$ cat src/design/spd_pkg.sv
// Shared types, sizes and helpers for the stroke point decimator.
// Depends on nothing; every other file of the block imports it.
`default_nettype none

package spd_pkg;

  // Coordinate width and the widths that follow from it.
  localparam int COORD_BITS = 16;
  localparam int DIFF_BITS  = COORD_BITS + 1;       // signed difference of two points
  localparam int LEN_BITS   = 2 * COORD_BITS + 1;   // sum of two squared magnitudes
  localparam int PROD_BITS  = 2 * LEN_BITS;         // product of two such sums

  // Stroke width register and the minimum spacing derived from it.
  localparam int WIDTH_BITS  = 8;
  localparam int SPACE_BITS  = 7;                   // floor(255 / 3) = 85
  localparam int SPACE_RECIP = 171;                 // 171 / 512 ~ 1 / 3
  localparam int SPACE_SHIFT = 9;
  localparam int WPROD_BITS  = 2 * WIDTH_BITS;
  localparam logic [WIDTH_BITS-1:0] WIDTH_RESET = WIDTH_BITS'(4);
  localparam logic [SPACE_BITS-1:0] SPACE_RESET =
    (WIDTH_RESET / 3 == 0) ? SPACE_BITS'(1) : SPACE_BITS'(WIDTH_RESET / 3);

  // Configuration register indexes.
  localparam int CFG_IDX_BITS = 1;
  typedef enum logic [CFG_IDX_BITS-1:0] {
    REG_SMOOTHING_ON = 1'b0,
    REG_STROKE_WIDTH = 1'b1
  } cfg_reg_e;

  typedef struct packed {
    logic signed [COORD_BITS-1:0] in_x;
    logic signed [COORD_BITS-1:0] in_y;
    logic                         stroke_last;
  } spd_in_t;

  typedef struct packed {
    logic signed [COORD_BITS-1:0] out_x;
    logic signed [COORD_BITS-1:0] out_y;
    logic                         point_valid;
    logic                         stroke_end;
    logic                         run_last;
  } spd_out_t;

  // a - b with one guard bit, two's complement.
  function automatic logic [DIFF_BITS-1:0] coord_diff(input logic [COORD_BITS-1:0] a,
                                                       input logic [COORD_BITS-1:0] b);
    return {a[COORD_BITS-1], a} - {b[COORD_BITS-1], b};
  endfunction

  // Magnitude of a difference; never exceeds 2^COORD_BITS - 1.
  function automatic logic [COORD_BITS-1:0] diff_mag(input logic [DIFF_BITS-1:0] d);
    logic [DIFF_BITS-1:0] n;
    n = -d;
    return d[DIFF_BITS-1] ? n[COORD_BITS-1:0] : d[COORD_BITS-1:0];
  endfunction

endpackage

`default_nettype wire

$ cat src/design/stroke_point_decimator.sv
// Stroke point decimator: top level with sequencer, state and output register.
// Depends on spd_pkg and spd_mul.
`default_nettype none

// Thins the raw points of a pen stroke, one point per input beat, with the
// stroke closed by stroke_last. With smoothing off (sampled at a stroke's first
// point) or for strokes of one or two raw points every point passes through.
// Otherwise consecutive duplicates are dropped, the first point is kept, and an
// interior point is kept when it is a corner (dot <= 0 or 4*dot^2 <=
// |in|^2*|out|^2, exact) or lies at least max(1, stroke_width/3) from the last
// kept point. The last point is kept if it differs from the last kept point,
// otherwise an end marker (point_valid = 0, stroke_end = 1) closes the stroke.
// An input beat may cause zero, one or two result beats; run_last flags the
// last one. A new point is accepted only once the block is back in idle. An
// interior point that must be judged goes through the one shared 33x33
// multiplier, which forms eleven products in turn (dot terms, both vector
// lengths, the distance, the spacing square, dot^2 and the length product),
// one per cycle, followed by a drain step. Emitting waits only while the
// output register still holds an untaken beat. Configuration is always ready
// and is to be written only while the block is idle.

module stroke_point_decimator (
  input  wire logic                             clk_i,
  input  wire logic                             rst_ni,
  // point input
  input  wire logic                             in_valid_i,
  output logic                                  in_ready_o,
  input  wire spd_pkg::spd_in_t                 in_i,
  // result output
  output logic                                  out_valid_o,
  input  wire logic                             out_ready_i,
  output spd_pkg::spd_out_t                     out_o,
  // configuration writes
  input  wire logic                             cfg_valid_i,
  output logic                                  cfg_ready_o,
  input  wire logic [spd_pkg::CFG_IDX_BITS-1:0] cfg_index_i,
  input  wire logic [spd_pkg::WIDTH_BITS-1:0]   cfg_data_i
);
  import spd_pkg::*;

  typedef enum logic [2:0] {
    S_IDLE,
    S_DECIDE,
    S_MUL,
    S_JUDGE,
    S_FINAL
  } state_e;

  // Multiplier schedule; the product of a step is folded in on the next one.
  typedef enum logic [3:0] {
    ST_IXOX,
    ST_IYOY,
    ST_IXIX,
    ST_IYIY,
    ST_OXOX,
    ST_OYOY,
    ST_DXDX,
    ST_DYDY,
    ST_SPSP,
    ST_DD,
    ST_LL,
    ST_DRAIN
  } step_e;

  state_e state_q;
  step_e  step_q;

  // configuration
  logic                  smooth_on_q;
  logic [SPACE_BITS-1:0] space_q;
  logic [SPACE_BITS-1:0] space_d;
  logic [WPROD_BITS-1:0] wprod;
  logic [SPACE_BITS-1:0] space_raw;

  // stroke state
  logic                  stroke_smooth_q;
  logic [1:0]            raw_q;
  logic [1:0]            distinct_q;
  logic [COORD_BITS-1:0] kept_x_q, kept_y_q;
  logic [COORD_BITS-1:0] pend_x_q, pend_y_q;
  logic [COORD_BITS-1:0] bef_x_q, bef_y_q;
  logic [COORD_BITS-1:0] cur_x_q, cur_y_q;
  logic                  cur_last_q;

  // arithmetic accumulators
  logic signed [LEN_BITS:0] dot_q;
  logic [LEN_BITS-1:0]      l1_q, l2_q, dist_q;
  logic [2*SPACE_BITS-1:0]  spsq_q;
  logic [PROD_BITS-1:0]     dd_q, ll_q;

  // output register
  logic     out_valid_q;
  spd_out_t out_q;
  logic     out_free;
  logic     pass_pt;
  logic     out_load;

  // shared multiplier
  logic                 mul_en;
  logic [LEN_BITS-1:0]  op_a, op_b;
  logic [PROD_BITS-1:0] prod;
  logic [LEN_BITS:0]    prod_ext;

  // vectors around the pending point
  logic [DIFF_BITS-1:0]  ix, iy, ox, oy, dx, dy;
  logic [COORD_BITS-1:0] ix_m, iy_m, ox_m, oy_m, dx_m, dy_m;
  logic                  sgn_x, sgn_y;
  logic                  cur_eq_pend, cur_eq_kept, pend_eq_kept;
  logic                  zero_vec, dot_le0, corner, far, keep, fresh, dist2;

  assign cfg_ready_o = 1'b1;
  assign in_ready_o  = (state_q == S_IDLE);
  assign out_valid_o = out_valid_q;
  assign out_o       = out_q;
  assign out_free    = !out_valid_q || out_ready_i;

  // Point goes out as is: first point, unsmoothed stroke, or short stroke end.
  assign pass_pt  = (raw_q == 2'd0) || !stroke_smooth_q || ((raw_q == 2'd1) && cur_last_q);
  assign out_load = out_free && (((state_q == S_DECIDE) && pass_pt) ||
                                 ((state_q == S_JUDGE) && keep) ||
                                 (state_q == S_FINAL));

  // Spacing = floor(width / 3) by reciprocal multiply, floored at one.
  always_comb begin
    wprod     = WPROD_BITS'(cfg_data_i) * WPROD_BITS'(SPACE_RECIP);
    space_raw = wprod[SPACE_SHIFT +: SPACE_BITS];
    space_d   = (space_raw == '0) ? SPACE_BITS'(1) : space_raw;
  end

  assign ix = coord_diff(pend_x_q, bef_x_q);
  assign iy = coord_diff(pend_y_q, bef_y_q);
  assign ox = coord_diff(cur_x_q, pend_x_q);
  assign oy = coord_diff(cur_y_q, pend_y_q);
  assign dx = coord_diff(pend_x_q, kept_x_q);
  assign dy = coord_diff(pend_y_q, kept_y_q);

  assign ix_m = diff_mag(ix);
  assign iy_m = diff_mag(iy);
  assign ox_m = diff_mag(ox);
  assign oy_m = diff_mag(oy);
  assign dx_m = diff_mag(dx);
  assign dy_m = diff_mag(dy);

  assign sgn_x = ix[DIFF_BITS-1] ^ ox[DIFF_BITS-1];
  assign sgn_y = iy[DIFF_BITS-1] ^ oy[DIFF_BITS-1];

  assign cur_eq_pend  = (cur_x_q == pend_x_q) && (cur_y_q == pend_y_q);
  assign cur_eq_kept  = (cur_x_q == kept_x_q) && (cur_y_q == kept_y_q);
  assign pend_eq_kept = (pend_x_q == kept_x_q) && (pend_y_q == kept_y_q);
  assign dist2        = (distinct_q == 2'd2);
  assign fresh        = dist2 ? !cur_eq_pend : !cur_eq_kept;

  assign zero_vec = ((ix == '0) && (iy == '0)) || ((ox == '0) && (oy == '0));
  assign dot_le0  = dot_q[LEN_BITS] || (dot_q == '0);
  assign corner   = !zero_vec && (dot_le0 || ({dd_q, 2'b00} <= {2'b00, ll_q}));
  assign far      = (dist_q >= LEN_BITS'(spsq_q));
  assign keep     = corner || far;

  assign prod_ext = {1'b0, prod[LEN_BITS-1:0]};

  // Operand select for the shared multiplier.
  always_comb begin
    op_a = '0;
    op_b = '0;
    case (step_q)
      ST_IXOX: begin op_a = LEN_BITS'(ix_m); op_b = LEN_BITS'(ox_m); end
      ST_IYOY: begin op_a = LEN_BITS'(iy_m); op_b = LEN_BITS'(oy_m); end
      ST_IXIX: begin op_a = LEN_BITS'(ix_m); op_b = LEN_BITS'(ix_m); end
      ST_IYIY: begin op_a = LEN_BITS'(iy_m); op_b = LEN_BITS'(iy_m); end
      ST_OXOX: begin op_a = LEN_BITS'(ox_m); op_b = LEN_BITS'(ox_m); end
      ST_OYOY: begin op_a = LEN_BITS'(oy_m); op_b = LEN_BITS'(oy_m); end
      ST_DXDX: begin op_a = LEN_BITS'(dx_m); op_b = LEN_BITS'(dx_m); end
      ST_DYDY: begin op_a = LEN_BITS'(dy_m); op_b = LEN_BITS'(dy_m); end
      ST_SPSP: begin op_a = LEN_BITS'(space_q); op_b = LEN_BITS'(space_q); end
      // only a positive dot reaches the square compare
      ST_DD:   begin op_a = dot_q[LEN_BITS-1:0]; op_b = dot_q[LEN_BITS-1:0]; end
      ST_LL:   begin op_a = l1_q; op_b = l2_q; end
      default: begin op_a = '0; op_b = '0; end
    endcase
  end

  assign mul_en = (state_q == S_MUL) && (step_q != ST_DRAIN);

  spd_mul u_mul (
    .clk_i  (clk_i),
    .en_i   (mul_en),
    .op_a_i (op_a),
    .op_b_i (op_b),
    .prod_o (prod)
  );

  always_ff @(posedge clk_i or negedge rst_ni) begin
    if (!rst_ni) begin
      state_q         <= S_IDLE;
      step_q          <= ST_IXOX;
      smooth_on_q     <= 1'b1;
      space_q         <= SPACE_RESET;
      stroke_smooth_q <= 1'b0;
      raw_q           <= 2'd0;
      distinct_q      <= 2'd0;
      kept_x_q        <= '0;
      kept_y_q        <= '0;
      pend_x_q        <= '0;
      pend_y_q        <= '0;
      bef_x_q         <= '0;
      bef_y_q         <= '0;
      cur_x_q         <= '0;
      cur_y_q         <= '0;
      cur_last_q      <= 1'b0;
      dot_q           <= '0;
      l1_q            <= '0;
      l2_q            <= '0;
      dist_q          <= '0;
      spsq_q          <= '0;
      dd_q            <= '0;
      ll_q            <= '0;
      out_valid_q     <= 1'b0;
      out_q           <= '0;
    end else begin
      // Raise valid on a new beat; otherwise drop the beat once taken.
      if (out_load) begin
        out_valid_q <= 1'b1;
      end else if (out_ready_i) begin
        out_valid_q <= 1'b0;
      end

      if (cfg_valid_i) begin
        case (cfg_reg_e'(cfg_index_i))
          REG_SMOOTHING_ON: smooth_on_q <= cfg_data_i[0];
          REG_STROKE_WIDTH: space_q     <= space_d;
          default: ;
        endcase
      end

      case (state_q)
        S_IDLE: begin
          if (in_valid_i) begin
            cur_x_q    <= in_i.in_x;
            cur_y_q    <= in_i.in_y;
            cur_last_q <= in_i.stroke_last;
            state_q    <= S_DECIDE;
          end
        end

        S_DECIDE: begin
          if (pass_pt) begin
            // Point goes out as is; hold until the output register frees.
            if (out_free) begin
              out_q.out_x       <= cur_x_q;
              out_q.out_y       <= cur_y_q;
              out_q.point_valid <= 1'b1;
              out_q.stroke_end  <= cur_last_q;
              out_q.run_last    <= 1'b1;
              if (raw_q == 2'd0) begin
                stroke_smooth_q <= smooth_on_q;
                kept_x_q        <= cur_x_q;
                kept_y_q        <= cur_y_q;
              end
              if (cur_last_q) begin
                raw_q      <= 2'd0;
                distinct_q <= 2'd0;
              end else if (raw_q == 2'd0) begin
                distinct_q <= 2'd1;
                raw_q      <= 2'd1;
              end else begin
                raw_q <= 2'd2;
              end
              state_q <= S_IDLE;
            end
          end else if (raw_q == 2'd1) begin
            // Second raw point: hold it until the stroke length is known.
            raw_q <= 2'd2;
            if (!cur_eq_kept) begin
              bef_x_q    <= kept_x_q;
              bef_y_q    <= kept_y_q;
              pend_x_q   <= cur_x_q;
              pend_y_q   <= cur_y_q;
              distinct_q <= 2'd2;
            end
            state_q <= S_IDLE;
          end else if (fresh && dist2) begin
            // New point settles the pending one: run the tests.
            step_q  <= ST_IXOX;
            state_q <= S_MUL;
          end else begin
            if (fresh) begin
              bef_x_q    <= kept_x_q;
              bef_y_q    <= kept_y_q;
              pend_x_q   <= cur_x_q;
              pend_y_q   <= cur_y_q;
              distinct_q <= 2'd2;
            end
            state_q <= cur_last_q ? S_FINAL : S_IDLE;
          end
        end

        S_MUL: begin
          // Fold in the product issued on the previous step.
          case (step_q)
            ST_IYOY: dot_q  <= sgn_x ? -$signed(prod_ext) : $signed(prod_ext);
            ST_IXIX: dot_q  <= sgn_y ? dot_q - $signed(prod_ext)
                                     : dot_q + $signed(prod_ext);
            ST_IYIY: l1_q   <= prod[LEN_BITS-1:0];
            ST_OXOX: l1_q   <= l1_q + prod[LEN_BITS-1:0];
            ST_OYOY: l2_q   <= prod[LEN_BITS-1:0];
            ST_DXDX: l2_q   <= l2_q + prod[LEN_BITS-1:0];
            ST_DYDY: dist_q <= prod[LEN_BITS-1:0];
            ST_SPSP: dist_q <= dist_q + prod[LEN_BITS-1:0];
            ST_DD:   spsq_q <= prod[2*SPACE_BITS-1:0];
            ST_LL:   dd_q   <= prod;
            ST_DRAIN: ll_q  <= prod;
            default: ;
          endcase
          if (step_q == ST_DRAIN) begin
            state_q <= S_JUDGE;
          end else begin
            step_q <= step_e'(4'(step_q) + 4'd1);
          end
        end

        S_JUDGE: begin
          if (!keep || out_free) begin
            if (keep) begin
              out_q.out_x       <= pend_x_q;
              out_q.out_y       <= pend_y_q;
              out_q.point_valid <= 1'b1;
              out_q.stroke_end  <= 1'b0;
              out_q.run_last    <= !cur_last_q;
              kept_x_q          <= pend_x_q;
              kept_y_q          <= pend_y_q;
            end
            // Advance the window by one distinct point.
            bef_x_q  <= pend_x_q;
            bef_y_q  <= pend_y_q;
            pend_x_q <= cur_x_q;
            pend_y_q <= cur_y_q;
            state_q  <= cur_last_q ? S_FINAL : S_IDLE;
          end
        end

        S_FINAL: begin
          if (out_free) begin
            out_q.stroke_end <= 1'b1;
            out_q.run_last   <= 1'b1;
            if (dist2 && !pend_eq_kept) begin
              out_q.out_x       <= pend_x_q;
              out_q.out_y       <= pend_y_q;
              out_q.point_valid <= 1'b1;
              kept_x_q          <= pend_x_q;
              kept_y_q          <= pend_y_q;
            end else begin
              out_q.out_x       <= '0;
              out_q.out_y       <= '0;
              out_q.point_valid <= 1'b0;
            end
            raw_q      <= 2'd0;
            distinct_q <= 2'd0;
            state_q    <= S_IDLE;
          end
        end

        default: state_q <= S_IDLE;
      endcase
    end
  end

endmodule

`default_nettype wire

$ cat src/design/spd_mul.sv
// Shared unsigned multiplier with a registered product.
// Depends on spd_pkg for operand and product widths.
`default_nettype none

module spd_mul (
  input  wire logic                           clk_i,
  input  wire logic                           en_i,
  input  wire logic [spd_pkg::LEN_BITS-1:0]   op_a_i,
  input  wire logic [spd_pkg::LEN_BITS-1:0]   op_b_i,
  output logic      [spd_pkg::PROD_BITS-1:0]  prod_o
);
  import spd_pkg::*;

  logic [PROD_BITS-1:0] prod_q;

  // Hold the product unless a new pair is issued.
  always_ff @(posedge clk_i) begin
    if (en_i) begin
      prod_q <= PROD_BITS'(op_a_i) * PROD_BITS'(op_b_i);
    end
  end

  assign prod_o = prod_q;

endmodule

`default_nettype wire

$ cat config.mk
export PLATFORM = sky130hd
export DESIGN_NAME = stroke_point_decimator
export DESIGN_NICKNAME = d
export VERILOG_FILES = /design/src/design/spd_pkg.sv /design/src/design/stroke_point_decimator.sv /design/src/design/spd_mul.sv
export SDC_FILE = /design/constraint.sdc
export NUM_CORES = 2
export LEC_CHECK = 0
export ABC_AREA = 1
export ABC_CLOCK_PERIOD_IN_PS = 10600
export BUFFER_PORTS_ARGS = -buffer_cell sky130_fd_sc_hd__buf_4
export CORE_ASPECT_RATIO = 1.4
export CORE_UTILIZATION = 45
export CTS_CLUSTER_SIZE = 8
export DETAILED_ROUTE_END_ITERATION = 8
export PLACE_DENSITY = 0.7
export SLEW_MARGIN = 20
export SYNTH_ARGS = -nofsm -noshare
export SYNTH_HDL_FRONTEND = slang
export SYNTH_SLANG_ARGS = --single-unit
$ cat constraint.sdc
create_clock -name clk_i -period 10.6 [get_ports clk_i]
set_input_delay 2.12 -clock clk_i [delete_from_list [all_inputs] [get_ports clk_i]]
set_output_delay 2.12 -clock clk_i [all_outputs]
set_load 0.01 [all_outputs]
==> summary.md <==
| Metric | Value |
|---|---|
| Delay-heaviest family, CP | `adder cells` |
| Inserted Clock Buffers | `77` |
| Vertical die dimension | `503.5 um` |
| FF+latch count, synth | `530` |
| Synthesized netlist cell count | `11.17k` |
| Final hold violation count | `0` |
| Share of post-route cells with drive strength above 1 | `5.945%` |
| Number of synthesized flops with an enable pin | `66` |
| Width of the die | `360.2 um` |
| Final worst-path setup slack | `0.3709 ns` |
| Count of vias placed by the detailed router | `74.53k` |
| Endpoint type of the worst setup path | `register` |
| Wire length of the first global-routing pass | `456200 um` |
| Initial standard-cell utilization of the core | `45.44%` |
| TritonCTS clock tree | `yes` |
| Unique masters post-synth | `68` |
| Routed Antenna Nets | `0` |
| Clock network latency to the later pin of the worst-skew pair | `0.73 ns` |
| Pin count of the biggest net entering global routing | `165` |
| FF-to-FF setup slack | `0.37 ns` |
| Remaining routing DRC violations | `0` |
| Via count normalized by instance count | `5.501` |
| Maximum achievable frequency | `97.76 MHz` |
| Most used DFF post-synth | `sky130_fd_sc_hd__dfrtp_1` |
| Io pins | `85` |
| Max-cap violations | `0` |
| Vias in the first global route | `77.90k` |
| Routed wirelength normalized by instance count | `22.10 um` |
| Worst slack, placed | `-0.04955 ns` |
| Fin crit share | `96.50%` |
| Count of hold buffers inserted by post-cts repair | `0` |
| Rows | `183` |
| Count of cells along the worst hold path | `2` |
| Highest-count cells in the layout ignoring fill and taps | `sky130_fd_sc_hd__nand2_1 (2794), sky130_fd_sc_hd__inv_1 (2427), sky130_fd_sc_hd__fa_1 (972)` |
| Signed area change from the synthesized netlist to the final layout | `8.648%` |
| Endpoint of the worst register-to-register path | `u_mul.prod_o[63]` |
| First-pass detailed-route iteration total | `8` |
| CTS sink count | `530` |
| Netlist area before placement | `80850 um^2` |
| Reg clk slew, reported paths | `0.07 ns` |
| FFs w/ async S/R, synth | `87.55%` |
| Post-detail-place hpwl | `240100 um` |
| Final hold slack | `0.4761 ns` |
| Arrival time worst endpoint | `10.69 ns` |
| Worst-path maximum fanout | `33` |
| Minimum clock period | `10.23 ns` |
| Worst Reg2Reg Path Length in Cells | `45` |
| Data required time at the worst endpoint | `11.06 ns` |
| Final WL | `299500 um` |
| Worst-case clock buffer depth | `3` |
| GRT Util Overall | `33.23%` |
| Transition time at the pin with the least slew margin | `1.164 ns` |
| Worst Path Buf+Inv | `10` |
| Worst reg2reg startpoint | `cur_y_q[0]` |
| CTS Root Buffer Type | `sky130_fd_sc_hd__clkbuf_16` |
| Total nets after synthesis | `12.82k` |
| Placed Instances | `13.42k` |
| Worst-case clock skew | `0.04760 ns` |
| Min-Delay Startpoint | `distinct_q[0]` |
| Crit path largest cell delay | `0.63 ns` |
| Critical Setup Path Class | `reg -> reg` |
| CTS H-Tree Depth | `3` |
| Full die area | `181400 um^2` |
| Max_slew headroom | `22.38%` |
| Warnings from Yosys | `0` |
| Max-slew violation total from the final report | `0` |
| Non-filler cells, final | `13.55k` |
| Layout Nets | `12.85k` |
| CP startpoint kind | `register` |
| Final RePlAce weighted congestion | `1.007` |
| Setup-violating endpoint count in the final report | `0` |
| Antenna violations before repair | `7` |
| Average cell area after synthesis | `7.237 um^2` |
| Crit path top cell by count | `sky130_fd_sc_hd__inv_1` |
| Remaining Overflow, GRT | `0` |
| Min-Delay Endpoint | `distinct_q[0]` |
| Min-Delay Path Class | `reg -> reg` |
| Number of violations reported at the end of detailed-routing iteration 0 | `5600` |
| Crit-path slowest cell | `sky130_fd_sc_hd__fa_2` |
| I/O Buffers | `83` |
| Seq/Total Area, Yosys | `16.82%` |
| Most common cell after layout, fill and taps aside | `sky130_fd_sc_hd__nand2_1` |
| Core Region | `177900 um^2` |
| Status | `complete, no violations` |
## registers in the layout, summed over array words and instances (netlist names), 2 cells and up
| register | cells |
|---|---|
| out_o | 35 |
| step_q | 4 |
| bef_x_q | 16 |
| cur_x_q | 16 |
| dist_q | 33 |
| spsq_q | 14 |
| kept_y_q | 16 |
| cur_y_q | 16 |
| dd_q | 66 |
| pend_y_q | 16 |
| space_q | 7 |
| state_q | 3 |
| dot_q | 34 |
| l1_q | 33 |
| raw_q | 2 |
| kept_x_q | 16 |
| pend_x_q | 16 |
| l2_q | 33 |
| distinct_q | 2 |
| u_mul.prod_o | 66 |
| bef_y_q | 16 |
| ll_q | 66 |
## layer usage
metal / up-vias / routed length (um) / GRT usage, %
met3: 1052 / 16580 / 4.247
li1: 34390 / - / -
met5: - / 51 / 0
met2: 2796 / 147900 / 59.09
met1: 36287 / 104700 / 34.80
met4: 8 / 30260 / 28.55
## stage by stage
step                setup TNS, ns  cell area (um^2)  util (%)
floorplan                       0             80850         -
CTS                             0             87200     49.02
global placement          -0.3022             84920     47.73
global route             -0.02776             87840     49.37
detailed placement       -0.05894             84930     47.74
finish                          0             87840     49.37
## worst max-delay path by stage
stage | from | slack (ns) | endpoint | depth (start not counted)
global placement | cur_y_q[0] | -0.11 | u_mul.prod_o[60] | 40
floorplan | pend_x_q[0] | 1.84 | u_mul.prod_o[63] | 42
finish | cur_y_q[0] | 0.37 | u_mul.prod_o[63] | 45
global route | pend_y_q[0] | -0.03 | u_mul.prod_o[63] | 48
detailed placement | cur_y_q[0] | -0.05 | u_mul.prod_o[58] | 42
CTS | cur_y_q[0] | 0.006 | u_mul.prod_o[58] | 43
## what timing repair did
action,4_1_cts,5_1_grt
cloned,0,2
gates resized for setup,4,102
buffers inserted,0,17
endpoints found under the setup margin,4,38
endpoints found under the hold margin,0,0
pin swaps,0,8
## area by class of cell
type / count / area (um^2)
fillers: 17491 / 90070
multi-input cells: 7793 / 56840
flip-flops and latches: 530 / 13600
inverters: 2461 / 9274
repair buffers: 340 / 2967
well taps: 2312 / 2893
clock buffers: 104 / 2079
clock inverters: 8 / 181.4
diodes: 2 / 5.005
## kinds of logic (layout without fill, tap and decap cells)
| family | count (synthesis) | count (layout) | share of synthesized area [%] |
|---|---|---|---|
| AOI/OAI and AO/OA | 1526 | 1526 | 10.47 |
| xor gates and xnor gates | 231 | 231 | 2.530 |
| adders and majority gates | 1600 | 1600 | 33.86 |
| buffers and inverters | 2849 | 2913 | 13.77 |
| DFF | 530 | 530 | 16.82 |
| muxes | 8 | 8 | 0.1114 |
| other | 1 | 3 | 0.004638 |
| and+or+nand+nor | 4426 | 4427 | 22.44 |
## worst min-delay path: stages, from the launching register on
cell and delay, ns:
sky130_fd_sc_hd__dfrtp_1 0.34, sky130_fd_sc_hd__nand2_1 0.05, sky130_fd_sc_hd__nand2_1 0.04
## synthesized netlist by cell type, drive strengths merged, types with 3 or more instances
| master | count | area share (%) |
|---|---|---|
| clkinv | 4 | 0.019 |
| a21oi | 554 | 3.4 |
| o22ai | 35 | 0.27 |
| nor3 | 73 | 0.48 |
| o211a | 3 | 0.037 |
| nand4 | 137 | 1.1 |
| xnor2 | 74 | 0.80 |
| nand3b | 21 | 0.19 |
| a31o | 5 | 0.054 |
| buf | 175 | 1.3 |
| edfxtp | 66 | 2.5 |
| o221ai | 18 | 0.19 |
| nor4 | 35 | 0.28 |
| or2 | 9 | 0.073 |
| o21bai | 49 | 0.45 |
| o21ai | 625 | 3.9 |
| dfrtp | 462 | 14 |
| inv | 2457 | 11 |
| and3 | 7 | 0.054 |
| mux2 | 8 | 0.11 |
| xor2 | 157 | 1.7 |
| fa | 980 | 24 |
| nor2 | 843 | 4.0 |
| a22oi | 3 | 0.045 |
| clkbuf | 213 | 0.99 |
| and2 | 17 | 0.13 |
| a21o | 30 | 0.28 |
| o21a | 24 | 0.22 |
| a211oi | 15 | 0.14 |
| ha | 620 | 9.6 |
| o211ai | 51 | 0.49 |
| nand3 | 455 | 2.9 |
| a221oi | 9 | 0.11 |
| o31ai | 8 | 0.074 |
| a31oi | 77 | 0.60 |
| a21boi | 15 | 0.14 |
| nand2 | 2827 | 13 |
Power is left out: the tool's default activity adds up to more than one toggle a clock period on the data nets, which glitch-free logic cannot reach.
